[src/rtl/core/bpa_pkg.sv]
// Shared constants, item kinds and controller/datapath interface types of the page allocator.
`timescale 1ns / 1ps

package bpa_pkg;

	localparam int DEF_NUM_PAGES  = 1024;
	localparam int DEF_PAGE_BYTES = 4096;
	localparam int WORD_BITS      = 32;
	localparam int IN_WORD_BITS   = 65;

	localparam logic [1:0] KIND_ALLOC = 2'd0;
	localparam logic [1:0] KIND_FREE  = 2'd1;
	localparam logic [1:0] KIND_ZONE  = 2'd2;

	typedef struct packed {
		logic capture;
		logic w_clr;
		logic w_inc;
		logic use_page;
		logic mem_rd;
		logic clr_wr;
		logic alloc_wr;
		logic free_wr;
		logic zone_n;
		logic zone_e;
		logic zone_h;
		logic zone_mask;
		logic zone_wr;
		logic res_set;
		logic out_load;
	} cmd_t;

	typedef struct packed {
		logic w_last;
		logic alloc_none;
		logic found;
		logic page_oob;
	} stat_t;

endpackage

[src/rtl/core/bpa_dpath.sv]
// Datapath of the page allocator: used-map memory, scan word counter, zone bounds and results.
`timescale 1ns / 1ps

module bpa_dpath #(
	parameter int NUM_PAGES  = bpa_pkg::DEF_NUM_PAGES,
	parameter int PAGE_BYTES = bpa_pkg::DEF_PAGE_BYTES
) (
	input  logic                              clk,
	input  logic                              arst_n,
	input  logic [bpa_pkg::IN_WORD_BITS-1:0]  in_word,
	input  bpa_pkg::cmd_t                     cmd,
	output bpa_pkg::stat_t                    stat,
	output logic [31:0]                       out_addr,
	output logic                              out_grant
);
	import bpa_pkg::*;

	// PAGE_BYTES is a power of two, so page numbers are address shifts.
	localparam int SHIFT     = $clog2(PAGE_BYTES);
	localparam int PW        = 32 - SHIFT;
	localparam int MAP_WORDS = (NUM_PAGES + WORD_BITS - 1) / WORD_BITS;
	localparam int WAW       = (MAP_WORDS > 1) ? $clog2(MAP_WORDS) : 1;
	localparam int CNTW      = $clog2(NUM_PAGES + 1);
	localparam int UW_A      = (PW + 1 > WAW + 5) ? PW + 1 : WAW + 5;
	localparam int UW        = (UW_A > CNTW) ? UW_A : CNTW;
	localparam logic [PW:0] P_VAL = {1'b1, {PW{1'b0}}};

	logic [31:0]     map_mem [MAP_WORDS];
	logic [31:0]     rdata_q;
	logic [31:0]     addr_q;
	logic [31:0]     len_q;
	logic            avail_q;
	logic [WAW-1:0]  w_q;
	logic [CNTW-1:0] managed_q;
	logic [PW:0]     n_q;
	logic [PW:0]     end_q;
	logic [UW-1:0]   hi1_q;
	logic [UW-1:0]   hi2_q;
	logic [31:0]     mask_q;
	logic [31:0]     res_addr_q;
	logic            res_grant_q;
	logic [31:0]     out_addr_q;
	logic            out_grant_q;

	logic [UW-1:0]   wb;
	logic [PW-1:0]   bp;
	logic [UW-1:0]   page_ext;
	logic [WAW-1:0]  mem_idx;
	logic [5:0]      lim;
	logic [31:0]     free_bits;
	logic [31:0]     low_bit;
	logic [4:0]      idx;
	logic [WAW+4:0]  pnum;
	logic [31:0]     alloc_addr;
	logic [32:0]     nsum;
	logic [UW:0]     total;
	logic [PW:0]     hi1_raw;
	logic [PW:0]     hi2_raw;
	logic [31:0]     zone_mask_d;
	logic            mem_we;
	logic [31:0]     mem_wdata;

	// Number of bits of a word that lie below bound a, counted from word base b.
	function automatic logic [5:0] clamp_rel(input logic [UW-1:0] a, input logic [UW-1:0] b);
		logic signed [UW:0] d;
		d = $signed({1'b0, a}) - $signed({1'b0, b});
		if (d <= 0)
			return 6'd0;
		else if (d >= 32)
			return 6'd32;
		else
			return 6'(d);
	endfunction

	function automatic logic [31:0] thermo(input logic [5:0] x);
		return x[5] ? '1 : ((32'd1 << x[4:0]) - 32'd1);
	endfunction

	assign wb       = UW'({w_q, 5'd0});
	assign bp       = addr_q[31:SHIFT];
	assign page_ext = UW'(bp);
	assign mem_idx  = cmd.use_page ? page_ext[WAW+4:5] : w_q;

	assign lim       = clamp_rel(UW'(managed_q), wb);
	assign free_bits = ~rdata_q & thermo(lim);
	assign low_bit   = free_bits & (~free_bits + 32'd1);

	always_comb begin
		idx = '0;
		for (int i = 0; i < 32; i++) begin
			if (low_bit[i])
				idx = idx | 5'(i);
		end
	end

	assign pnum       = {w_q, idx};
	assign alloc_addr = 32'(pnum) << SHIFT;

	assign nsum    = {1'b0, len_q} + 33'(PAGE_BYTES - 1);
	assign total   = (UW + 1)'(managed_q) + (UW + 1)'(n_q);
	assign hi1_raw = (end_q > P_VAL) ? P_VAL : end_q;
	assign hi2_raw = (end_q > P_VAL) ? end_q - P_VAL : '0;

	assign zone_mask_d = (thermo(clamp_rel(hi1_q, wb)) & ~thermo(clamp_rel(page_ext, wb)))
		| thermo(clamp_rel(hi2_q, wb));

	assign stat.w_last     = (w_q == WAW'(MAP_WORDS - 1));
	assign stat.alloc_none = (lim == 6'd0);
	assign stat.found      = |free_bits;
	assign stat.page_oob   = (page_ext >= UW'(NUM_PAGES));

	always_comb begin
		mem_we    = cmd.clr_wr | cmd.alloc_wr | cmd.free_wr | cmd.zone_wr;
		mem_wdata = '1;
		if (cmd.alloc_wr)
			mem_wdata = rdata_q | low_bit;
		else if (cmd.free_wr)
			mem_wdata = rdata_q & ~(32'd1 << page_ext[4:0]);
		else if (cmd.zone_wr)
			mem_wdata = avail_q ? (rdata_q & ~mask_q) : (rdata_q | mask_q);
	end

	always_ff @(posedge clk) begin
		if (mem_we)
			map_mem[mem_idx] <= mem_wdata;
		if (cmd.mem_rd)
			rdata_q <= map_mem[mem_idx];
	end

	always_ff @(posedge clk or negedge arst_n) begin
		if (!arst_n) begin
			w_q       <= '0;
			managed_q <= '0;
		end else begin
			if (cmd.w_clr)
				w_q <= '0;
			else if (cmd.w_inc)
				w_q <= w_q + WAW'(1);
			if (cmd.zone_e) begin
				if (total > (UW + 1)'(NUM_PAGES))
					managed_q <= CNTW'(NUM_PAGES);
				else
					managed_q <= CNTW'(total);
			end
		end
	end

	always_ff @(posedge clk) begin
		if (cmd.capture) begin
			addr_q      <= in_word[31:0];
			len_q       <= in_word[63:32];
			avail_q     <= in_word[64];
			res_addr_q  <= '0;
			res_grant_q <= 1'b0;
		end
		if (cmd.res_set) begin
			res_addr_q  <= alloc_addr;
			res_grant_q <= 1'b1;
		end
		if (cmd.zone_n)
			n_q <= (PW + 1)'(nsum >> SHIFT);
		if (cmd.zone_e)
			end_q <= (PW + 1)'(bp) + n_q;
		if (cmd.zone_h) begin
			hi1_q <= (UW'(hi1_raw) > UW'(NUM_PAGES)) ? UW'(NUM_PAGES) : UW'(hi1_raw);
			hi2_q <= (UW'(hi2_raw) > UW'(NUM_PAGES)) ? UW'(NUM_PAGES) : UW'(hi2_raw);
		end
		if (cmd.zone_mask)
			mask_q <= zone_mask_d;
		if (cmd.out_load) begin
			out_addr_q  <= res_addr_q;
			out_grant_q <= res_grant_q;
		end
	end

	assign out_addr  = out_addr_q;
	assign out_grant = out_grant_q;

endmodule

[src/rtl/core/bpa_ctrl.sv]
// Controller of the page allocator: sequences the clearing pass, scans, frees and zone walks.
`timescale 1ns / 1ps

module bpa_ctrl (
	input  logic           clk,
	input  logic           arst_n,
	input  logic           s_tvalid,
	output logic           s_tready,
	input  logic [1:0]     s_tuser,
	output logic           m_tvalid,
	input  logic           m_tready,
	output bpa_pkg::cmd_t  cmd,
	input  bpa_pkg::stat_t stat
);
	import bpa_pkg::*;

	localparam logic [3:0] S_CLR   = 4'd0;
	localparam logic [3:0] S_IDLE  = 4'd1;
	localparam logic [3:0] S_A_RD  = 4'd2;
	localparam logic [3:0] S_A_CHK = 4'd3;
	localparam logic [3:0] S_F_RD  = 4'd4;
	localparam logic [3:0] S_F_WR  = 4'd5;
	localparam logic [3:0] S_Z_N   = 4'd6;
	localparam logic [3:0] S_Z_E   = 4'd7;
	localparam logic [3:0] S_Z_H   = 4'd8;
	localparam logic [3:0] S_Z_RD  = 4'd9;
	localparam logic [3:0] S_Z_WR  = 4'd10;
	localparam logic [3:0] S_DONE  = 4'd11;

	logic [3:0] state_q;
	logic [3:0] state_d;
	logic       out_valid_q;

	assign s_tready = (state_q == S_IDLE);
	assign m_tvalid = out_valid_q;

	always_comb begin
		state_d = state_q;
		cmd     = '0;
		case (state_q)
			S_CLR: begin
				cmd.clr_wr = 1'b1;
				if (stat.w_last) begin
					cmd.w_clr = 1'b1;
					state_d   = S_IDLE;
				end else begin
					cmd.w_inc = 1'b1;
				end
			end
			S_IDLE: begin
				if (s_tvalid) begin
					cmd.capture = 1'b1;
					cmd.w_clr   = 1'b1;
					case (s_tuser)
						KIND_ALLOC: state_d = S_A_RD;
						KIND_FREE:  state_d = S_F_RD;
						KIND_ZONE:  state_d = S_Z_N;
						default:    state_d = S_DONE;
					endcase
				end
			end
			S_A_RD: begin
				if (stat.alloc_none) begin
					state_d = S_DONE;
				end else begin
					cmd.mem_rd = 1'b1;
					state_d    = S_A_CHK;
				end
			end
			S_A_CHK: begin
				if (stat.found) begin
					cmd.alloc_wr = 1'b1;
					cmd.res_set  = 1'b1;
					state_d      = S_DONE;
				end else if (stat.w_last) begin
					state_d = S_DONE;
				end else begin
					cmd.w_inc = 1'b1;
					state_d   = S_A_RD;
				end
			end
			S_F_RD: begin
				if (stat.page_oob) begin
					state_d = S_DONE;
				end else begin
					cmd.use_page = 1'b1;
					cmd.mem_rd   = 1'b1;
					state_d      = S_F_WR;
				end
			end
			S_F_WR: begin
				cmd.use_page = 1'b1;
				cmd.free_wr  = 1'b1;
				state_d      = S_DONE;
			end
			S_Z_N: begin
				cmd.zone_n = 1'b1;
				state_d    = S_Z_E;
			end
			S_Z_E: begin
				cmd.zone_e = 1'b1;
				state_d    = S_Z_H;
			end
			S_Z_H: begin
				cmd.zone_h = 1'b1;
				state_d    = S_Z_RD;
			end
			S_Z_RD: begin
				cmd.mem_rd    = 1'b1;
				cmd.zone_mask = 1'b1;
				state_d       = S_Z_WR;
			end
			S_Z_WR: begin
				cmd.zone_wr = 1'b1;
				if (stat.w_last) begin
					state_d = S_DONE;
				end else begin
					cmd.w_inc = 1'b1;
					state_d   = S_Z_RD;
				end
			end
			S_DONE: begin
				// The finished word moves to the output register once it is free.
				if (!out_valid_q || m_tready) begin
					cmd.out_load = 1'b1;
					state_d      = S_IDLE;
				end
			end
			default: begin
				state_d = S_IDLE;
			end
		endcase
	end

	always_ff @(posedge clk or negedge arst_n) begin
		if (!arst_n) begin
			state_q     <= S_CLR;
			out_valid_q <= 1'b0;
		end else begin
			state_q <= state_d;
			if (cmd.out_load)
				out_valid_q <= 1'b1;
			else if (m_tready)
				out_valid_q <= 1'b0;
		end
	end

endmodule

[src/rtl/core/bitmap_page_allocator.sv]
// Top level of the first-fit bitmap page allocator.
// Reset starts a clearing pass, one map word at a time, that marks every page used.
// Allocate reads and checks the map words in order until it finds a free page or runs out of managed words.
// Free reads and rewrites the map word of its page; add-zone walks every map word, one map word per
// read-modify-write pair on the single map memory port. One item is in work at a time;
// the next item is taken while the previous result still waits in the output register.
`timescale 1ns / 1ps

module bitmap_page_allocator #(
	parameter int NUM_PAGES  = bpa_pkg::DEF_NUM_PAGES,
	parameter int PAGE_BYTES = bpa_pkg::DEF_PAGE_BYTES
) (
	input  logic        clk,
	input  logic        arst_n,
	input  logic        s_tvalid,
	output logic        s_tready,
	input  logic [71:0] s_tdata,   // address[31:0], zone_length[63:32], zone_available[64]
	input  logic [1:0]  s_tuser,   // kind[1:0]
	output logic        m_tvalid,
	input  logic        m_tready,
	output logic [31:0] m_tdata,   // page_address[31:0]
	output logic        m_tuser    // granted[0]
);
	import bpa_pkg::*;

	cmd_t  cmd;
	stat_t stat;

	bpa_ctrl u_ctrl (
		.clk      (clk),
		.arst_n   (arst_n),
		.s_tvalid (s_tvalid),
		.s_tready (s_tready),
		.s_tuser  (s_tuser),
		.m_tvalid (m_tvalid),
		.m_tready (m_tready),
		.cmd      (cmd),
		.stat     (stat)
	);

	bpa_dpath #(
		.NUM_PAGES  (NUM_PAGES),
		.PAGE_BYTES (PAGE_BYTES)
	) u_dpath (
		.clk       (clk),
		.arst_n    (arst_n),
		.in_word   (s_tdata[IN_WORD_BITS-1:0]),
		.cmd       (cmd),
		.stat      (stat),
		.out_addr  (m_tdata),
		.out_grant (m_tuser)
	);

endmodule
[config.mk]
export PLATFORM = sky130hd
export DESIGN_NAME = bitmap_page_allocator
export DESIGN_NICKNAME = d
export VERILOG_FILES = /design/src/rtl/core/bpa_pkg.sv /design/src/rtl/core/bpa_dpath.sv /design/src/rtl/core/bpa_ctrl.sv /design/src/rtl/core/bitmap_page_allocator.sv
export SDC_FILE = /design/constraint.sdc
export NUM_CORES = 2
export LEC_CHECK = 0
export ABC_AREA = 1
export BUFFER_PORTS_ARGS = -buffer_cell sky130_fd_sc_hd__buf_2
export CORE_MARGIN = 2
export CORE_UTILIZATION = 62
export CTS_CLUSTER_SIZE = 16
export DETAILED_ROUTE_END_ITERATION = 8
export GPL_TIMING_DRIVEN = 0
export PLACE_DENSITY = 0.76
export SYNTH_ARGS = -nofsm -noshare
export SYNTH_HDL_FRONTEND = slang
export SYNTH_HIERARCHICAL = 1
export SYNTH_SLANG_ARGS = --single-unit
[constraint.sdc]
create_clock -name clk -period 8.2 [get_ports clk]
set_clock_uncertainty 0.15 [all_clocks]
set_input_delay 1.23 -clock clk [delete_from_list [all_inputs] [get_ports clk]]
set_output_delay 1.23 -clock clk [all_outputs]
set_load 0.02 [all_outputs]
# After elaboration in Yosys (flattened, before gate mapping)
# Memory sizes are Yosys's and may differ from the RTL's. A register that Yosys moved wholly into a read port is not among the register bits.
# Index checks and enable logic that the tools add are counted.
[classes] n_bitwise=16 add_sub_neg=14 shifts=5 muxes=123 n_reduce_logical=10 magnitude_cmp=13 n_eq_ne=17
[op_table] cell="$mux W32" count=11
[op_table] cell="$and A32 B32 Y32" count=5
[op_table] cell="$not A32 Y32" count=5
[op_table] cell="$shl A1 B5 Y32 const A" count=5
[op_table] cell="$sub A32 B1 Y32 const B" count=4
[op_table] cell="$mux W4" count=26
[op_table] cell="$mux W5" count=20
[op_table] cell="$or A32 B32 Y32" count=3
[op_table] cell="$mux W6" count=12
[op_table] cell="$pmux W4 S12" count=1
[op_table] cell="$ge A22 B7 Y1 const B" count=2
[op_table] cell="$le A22 B1 Y1 const B" count=2
[op_table] cell="$mux W22" count=2
[op_table] cell="$sub A21 B10 Y22" count=2
[op_table] cell="$gt A21 B11 Y1 const B" count=2
[op_table] cell="$mux W21" count=2
[op_table] cell="$add A32 B12 Y33 const B" count=1
[op_table] cell="$add A32 B1 Y32 const B" count=1
[op_table] cell="$reduce_or A32 Y1" count=1
[op_table] cell="$mux W1" count=31
[op_table] cell="$add A11 B21 Y22" count=1
[op_table] cell="$gt A22 B11 Y1 const B" count=1
[op_table] cell="$mux W11" count=2
[op_table] cell="$add A20 B21 Y21" count=1
[op_table] cell="other kinds (32)" count=55
[word_totals] mem_count=1 inputBits=78 regBits=224 out_inout_bits=35 ramBits=1024
[memory_table] memory="u_dpath.map_mem" words=32 width=32 rd=1 rd_clocked_by_memory_dff=1 write_ports=1 line="bpa_dpath.sv:28" rtl="logic [31:0] map_mem [MAP_WORDS];"

# Longest topological paths before layout
[logic_depth] word_depth=44 depth_mapped=37 depth_no_buf=37

# By module
# The synthesis kept the hierarchy.
[modules_own_cells] mod="bpa_dpath" area_each_um2=56182.6 cells_each=4653 n_inst=1
[modules_own_cells] mod="bpa_ctrl" area_each_um2=575.6 cells_each=101 n_inst=1

# Least setup slack after synthesis
# Ideal clock, no wire load.
[synth_timing] path_type="register -> register" start="reg u_dpath.w_q[1]" end="reg u_dpath.rdata_q[0] (read register of u_dpath.map_mem), enable pin" stages_incl_launch_ff=10 n_path_buf=0 required_time_ns=7.517 slack_ns=1.880 arrival_ns=5.637 cell_sequence="dfrtp_1 > inv_1 > fa_1 > nand3_1 > nand3_4 > nand2_4 > nor2_8 > nand3_4 > nand2_4 > o311ai_0"
[synth_rtl] element="start, declared" line="bpa_dpath.sv:33" rtl="logic [WAW-1:0] w_q;"
[synth_rtl] element="start signal, assigned" line="bpa_dpath.sv:138" rtl="w_q <= w_q + WAW'(1);"
[synth_rtl] element="end, declared" line="bpa_dpath.sv:29" rtl="logic [31:0] rdata_q;"

==> flow_summary_export.csv <==
group,metric,value,unit
status,violations,"max-capacitance violations, max-slew violations",
timing,min_period_over_period,94.42,%
route,routedWlPerCell,28.54,um
synthesis,synth-adder-area-share,1.512,%
clock_tree,cts_hold_buffers,0,
floorplanning,fp.dieW,306.6,um
route,routed_wl,180400,um
global_route,grt_usage,38.26,%
worst_hold_path,hp-class,"flop to flop",
clock_tree,clk_pin_slew_worst_paths,0.07,ns
timing,rsz0062_at_grt,"false",
pwr,clockPowerShare,25.0,%
pwr,swShare,38.11,%
timing,tightest_slew,1.527,ns
clock_tree,clockRootBuffer,"clkbuf_16",
route,vias,42410,
clock_tree,cts_tree,"built",
pwr,p_leak,22.19,nW
clock_tree,cts_buffers,121,
synthesis,syn_area_per_cell,11.94,um2
clock_tree,numClockSinks,1268,
timing,drv_slew,4,
global_route,antenna_found_initial,8,
timing,setup-tns-final,0,ns
place,gp_congestion,1.021,
global_route,grt_max_degree,39,
clock_tree,clk_path_buf_depth,3,
route,dr.first_iter.drc_count,6776,
route,drc,0,
global_route,grt_pass1_vias,40360,
timing,slew_headroom,-2.849,%
synthesis,async_flop_share,1.656,%
synthesis,synth_area,56760,um2
status,status,"complete, but fails checks",
place,portBuffers,71,
route,drt_pass1_iterations,6,
worst_setup_path,rr_worst_depth,26,
synthesis,synth-seq-area-share,66.88,%
floorplanning,num_rows,110,
cells_and_area,fill_cells,6142,
floorplanning,coreArea,90420,um2
synthesis,ys_warn_count,6,
synthesis,synth_seq_cells,1268,
synthesis,synth_edf_count,1246,
cells_and_area,final_cells,6319,
cells_and_area,final_layout_size_suffix_gt1_share,10.72,%
floorplanning,dieArea,93980,um2
pwr,p_sw,8.163,mW
place,dp_cells,6098,
worst_setup_path,setup.worst_path.end_class,"flop",
floorplanning,ioPinCount,113,
flow_run,cap_violations,2,
worst_setup_path,crit_required,8.40,ns
synthesis,synth_xor_area_share,1.234,%
pwr,power_frac_seq,41.4,%
global_route,overflow,0,
worst_setup_path,path_class,"flop to flop",
synthesis,syn_inst,4754,
synthesis,synth_top_family_by_area,"simple AND/OR/NAND/NOR gates",
timing,setup_viol,0,
timing,hold_violations,0,
pwr,comb_power_share,33.6,%
route,ant_nets,0,
global_route,grt_pass1_wl,261500,um
pwr,p_int,13.26,mW
clock_tree,clk_latency,0.77,ns
synthesis,synth-compound-area-share,12.96,%
place,place_hpwl,126200,um
worst_setup_path,crit_path_start_kind,"flop",
timing,holdWs,0.2876,ns
synthesis,ys.flop_type,"edfxtp_1",
clock_tree,cts_setup_buffers,0,
worst_setup_path,arrival,7.94,ns
synthesis,synth_mux_area_share,0,%
worst_setup_path,crit_fanout,32,
pwr,ir_worst_vdd,270.9,uV
clock_tree,cts_resized,1,
clock_tree,htreeDepth,3,
timing,fmax,129.2,MHz
synthesis,synthSimpleGateAreaFrac,13.45,%
cells_and_area,layout.nets,5188,
cells_and_area,synthToLayoutAreaGrowth,13.08,%
floorplanning,die_height,306.6,um
timing,fin_crit,7.742,ns
worst_hold_path,worstHoldPathCells,0,
route,avgViaCountPerCell,6.711,
pwr,power_density,333.8,nW/um2
floorplanning,initial_utilization,62.77,%
synthesis,post_synth_num_cell_types,71,
[stage by stage]
stage	setup WS (ns)	total power [mW]	area, um2	util [%]
finish	0.4576	21.42	64180	70.98
CTS	0.03093	21.15	64170	70.96
global placement	-1.456	15.42	58740	64.96
floorplan	1.880	12.77	56910	-
detailed placement	-0.04302	15.85	60360	66.75
global route	0.07729	22.05	64180	70.98
[layout make-up]
class	instances	area, um2	area share [%]
Tap cell	1176	1471	2.293
Clock inverter	72	671.9	1.047
Inverter	328	1234	1.922
Sequential cell	1268	37960	59.15
Clock buffer	148	3129	4.876
Antenna cell	1	2.502	0.003899
Multi-Input combinational cell	2964	17320	26.99
Timing Repair Buffer	127	1376	2.144
Buffer	235	1015	1.581
[worst max-delay path, cell delays in order (launching register included)]
cell and delay (ns):
dfrtp_1 0.65, inv_1 0.32, fa_1 0.55, or2_1 0.23
a21oi_1 0.12, nand2_1 0.15, nor2_2 0.16, nand3_4 0.18
nand2_4 0.25, inv_2 0.10, o311ai_2 0.20, nand2_2 0.10
ha_1 0.33, a21oi_1 0.39, nor2_1 0.10, nand2_2 0.11
inv_2 0.06, nand3_4 0.12, nor3_4 0.07, nand2_2 0.12
nor2_4 0.06, nand3_1 0.08, inv_1 0.05, nor2_1 0.45
buf_4 0.27, clkbuf_1 0.75, o21a_1 1.17
[layer usage]
metal  vias to the layer above  routed length [um]  GRT usage [%]
li1                      18320                   -              -
met1                     20490               67200          52.52
met2                      3064               80980          58.55
met3                       523               24140          10.46
met4                        14                7926          15.34
met5                         -                 109         0.2584
[placed cells by master (no fill, tap or decap), types with 59 or more instances in the layout]
| master | n |
|---|---|
| nor3_1 | 87 |
| nor2_1 | 395 |
| nand4_1 | 110 |
| edfxtp_1 | 1246 |
| a21oi_1 | 323 |
| nand3_1 | 258 |
| o21ai_0 | 177 |
| ha_1 | 59 |
| clkbuf_1 | 169 |
| inv_1 | 300 |
| a22oi_1 | 509 |
| clkbuf_16 | 121 |
| buf_2 | 86 |
| nand2_1 | 551 |
[power groups by stage]
| stage | clock, mW | sequential, mW | combinational, mW |
|---|---|---|---|
| global route | 5.60 | 8.89 | 7.56 |
| finish | 5.35 | 8.86 | 7.21 |
| detailed placement | 0 | 8.99 | 6.86 |
| global placement | 0 | 9.12 | 6.30 |
| floorplan | 0 | 8.89 | 3.87 |
| CTS | 5.37 | 8.85 | 6.93 |
[sequential cells by signal (all words and copies together) (netlist names)]
register             count
u_dpath/n_q             21
u_dpath/rdata_q         32
u_dpath/addr_q          20
u_ctrl/m_tvalid          1
u_dpath/res_addr_q      10
u_dpath/map_mem       1024
u_dpath/w_q              5
u_dpath/out_grant        1
u_dpath/managed_q       11
u_ctrl/state_q           4
u_dpath/len_q           32
u_dpath/hi1_q           21
u_dpath/res_grant_q      1
u_dpath/end_q           21
u_dpath/hi2_q           21
u_dpath/mask_q          32
u_dpath/avail_q          1
u_dpath/out_addr        10
[worst paths after layout]
check,start,endpoint,slack (ns)
max reg2reg,u_dpath/w_q[1],u_dpath/map_mem[3][10],0.46
max in group asynchronous,arst_n,u_dpath/managed_q[4],7.20
min,u_dpath/res_addr_q[15],u_dpath/out_addr[15],0.29
max,u_dpath/w_q[1],u_dpath/map_mem[3][10],0.46
min in group asynchronous,arst_n,u_ctrl/state_q[2],0.32
min reg2reg,u_dpath/res_addr_q[15],u_dpath/out_addr[15],0.29
[synth_stat cells (all sizes together) (2+ instances only)]
library cell  instances  area share (%)
nor4b                 3           0.046
a221oi                3           0.046
a31oi                35            0.39
a21o                  3           0.040
nand2               582             4.0
ha                   59             1.3
o2111ai               7            0.14
a211oi                6           0.079
nand4               112             1.3
o311ai                4           0.075
o21ai               190             1.7
a22o                  2           0.031
edfxtp             1246              66
inv                 319             2.1
nor2                471             3.5
clkinv                9           0.060
xor2                 53            0.82
and3                  2           0.022
nor3b                 7           0.093
o21bai                7           0.093
dfrtp                21            0.93
a22oi               509             6.7
nand3               271             2.6
a2111oi               5           0.077
nor3                 91            0.83
clkbuf              146            0.97
fa                    6            0.21
xnor2                27            0.42
or2                  31            0.34
buf                  89            0.81
a31o                  2           0.031
o211ai               19            0.25
or4                  14            0.19
nor4                 32            0.35
a21oi               324             2.9
o31ai                 4           0.053
and2                  3           0.033
a2111o               13            0.26
nand3b               15            0.20
o21a                  2           0.026
[kinds of logic (layout without fill, tap and decap cells)]
| logic type | Yosys count | after routing |
|---|---|---|
| xor gates and xnor gates | 80 | 80 |
| adders and majority gates | 65 | 65 |
| buffers and inverters | 563 | 910 |
| DFF | 1268 | 1268 |
| other | 1 | 43 |
| AOI/OAI and AO/OA | 1142 | 1142 |
| and+or+nand+nor | 1635 | 1635 |
Note: power is estimated with default switching activity, not from simulation.
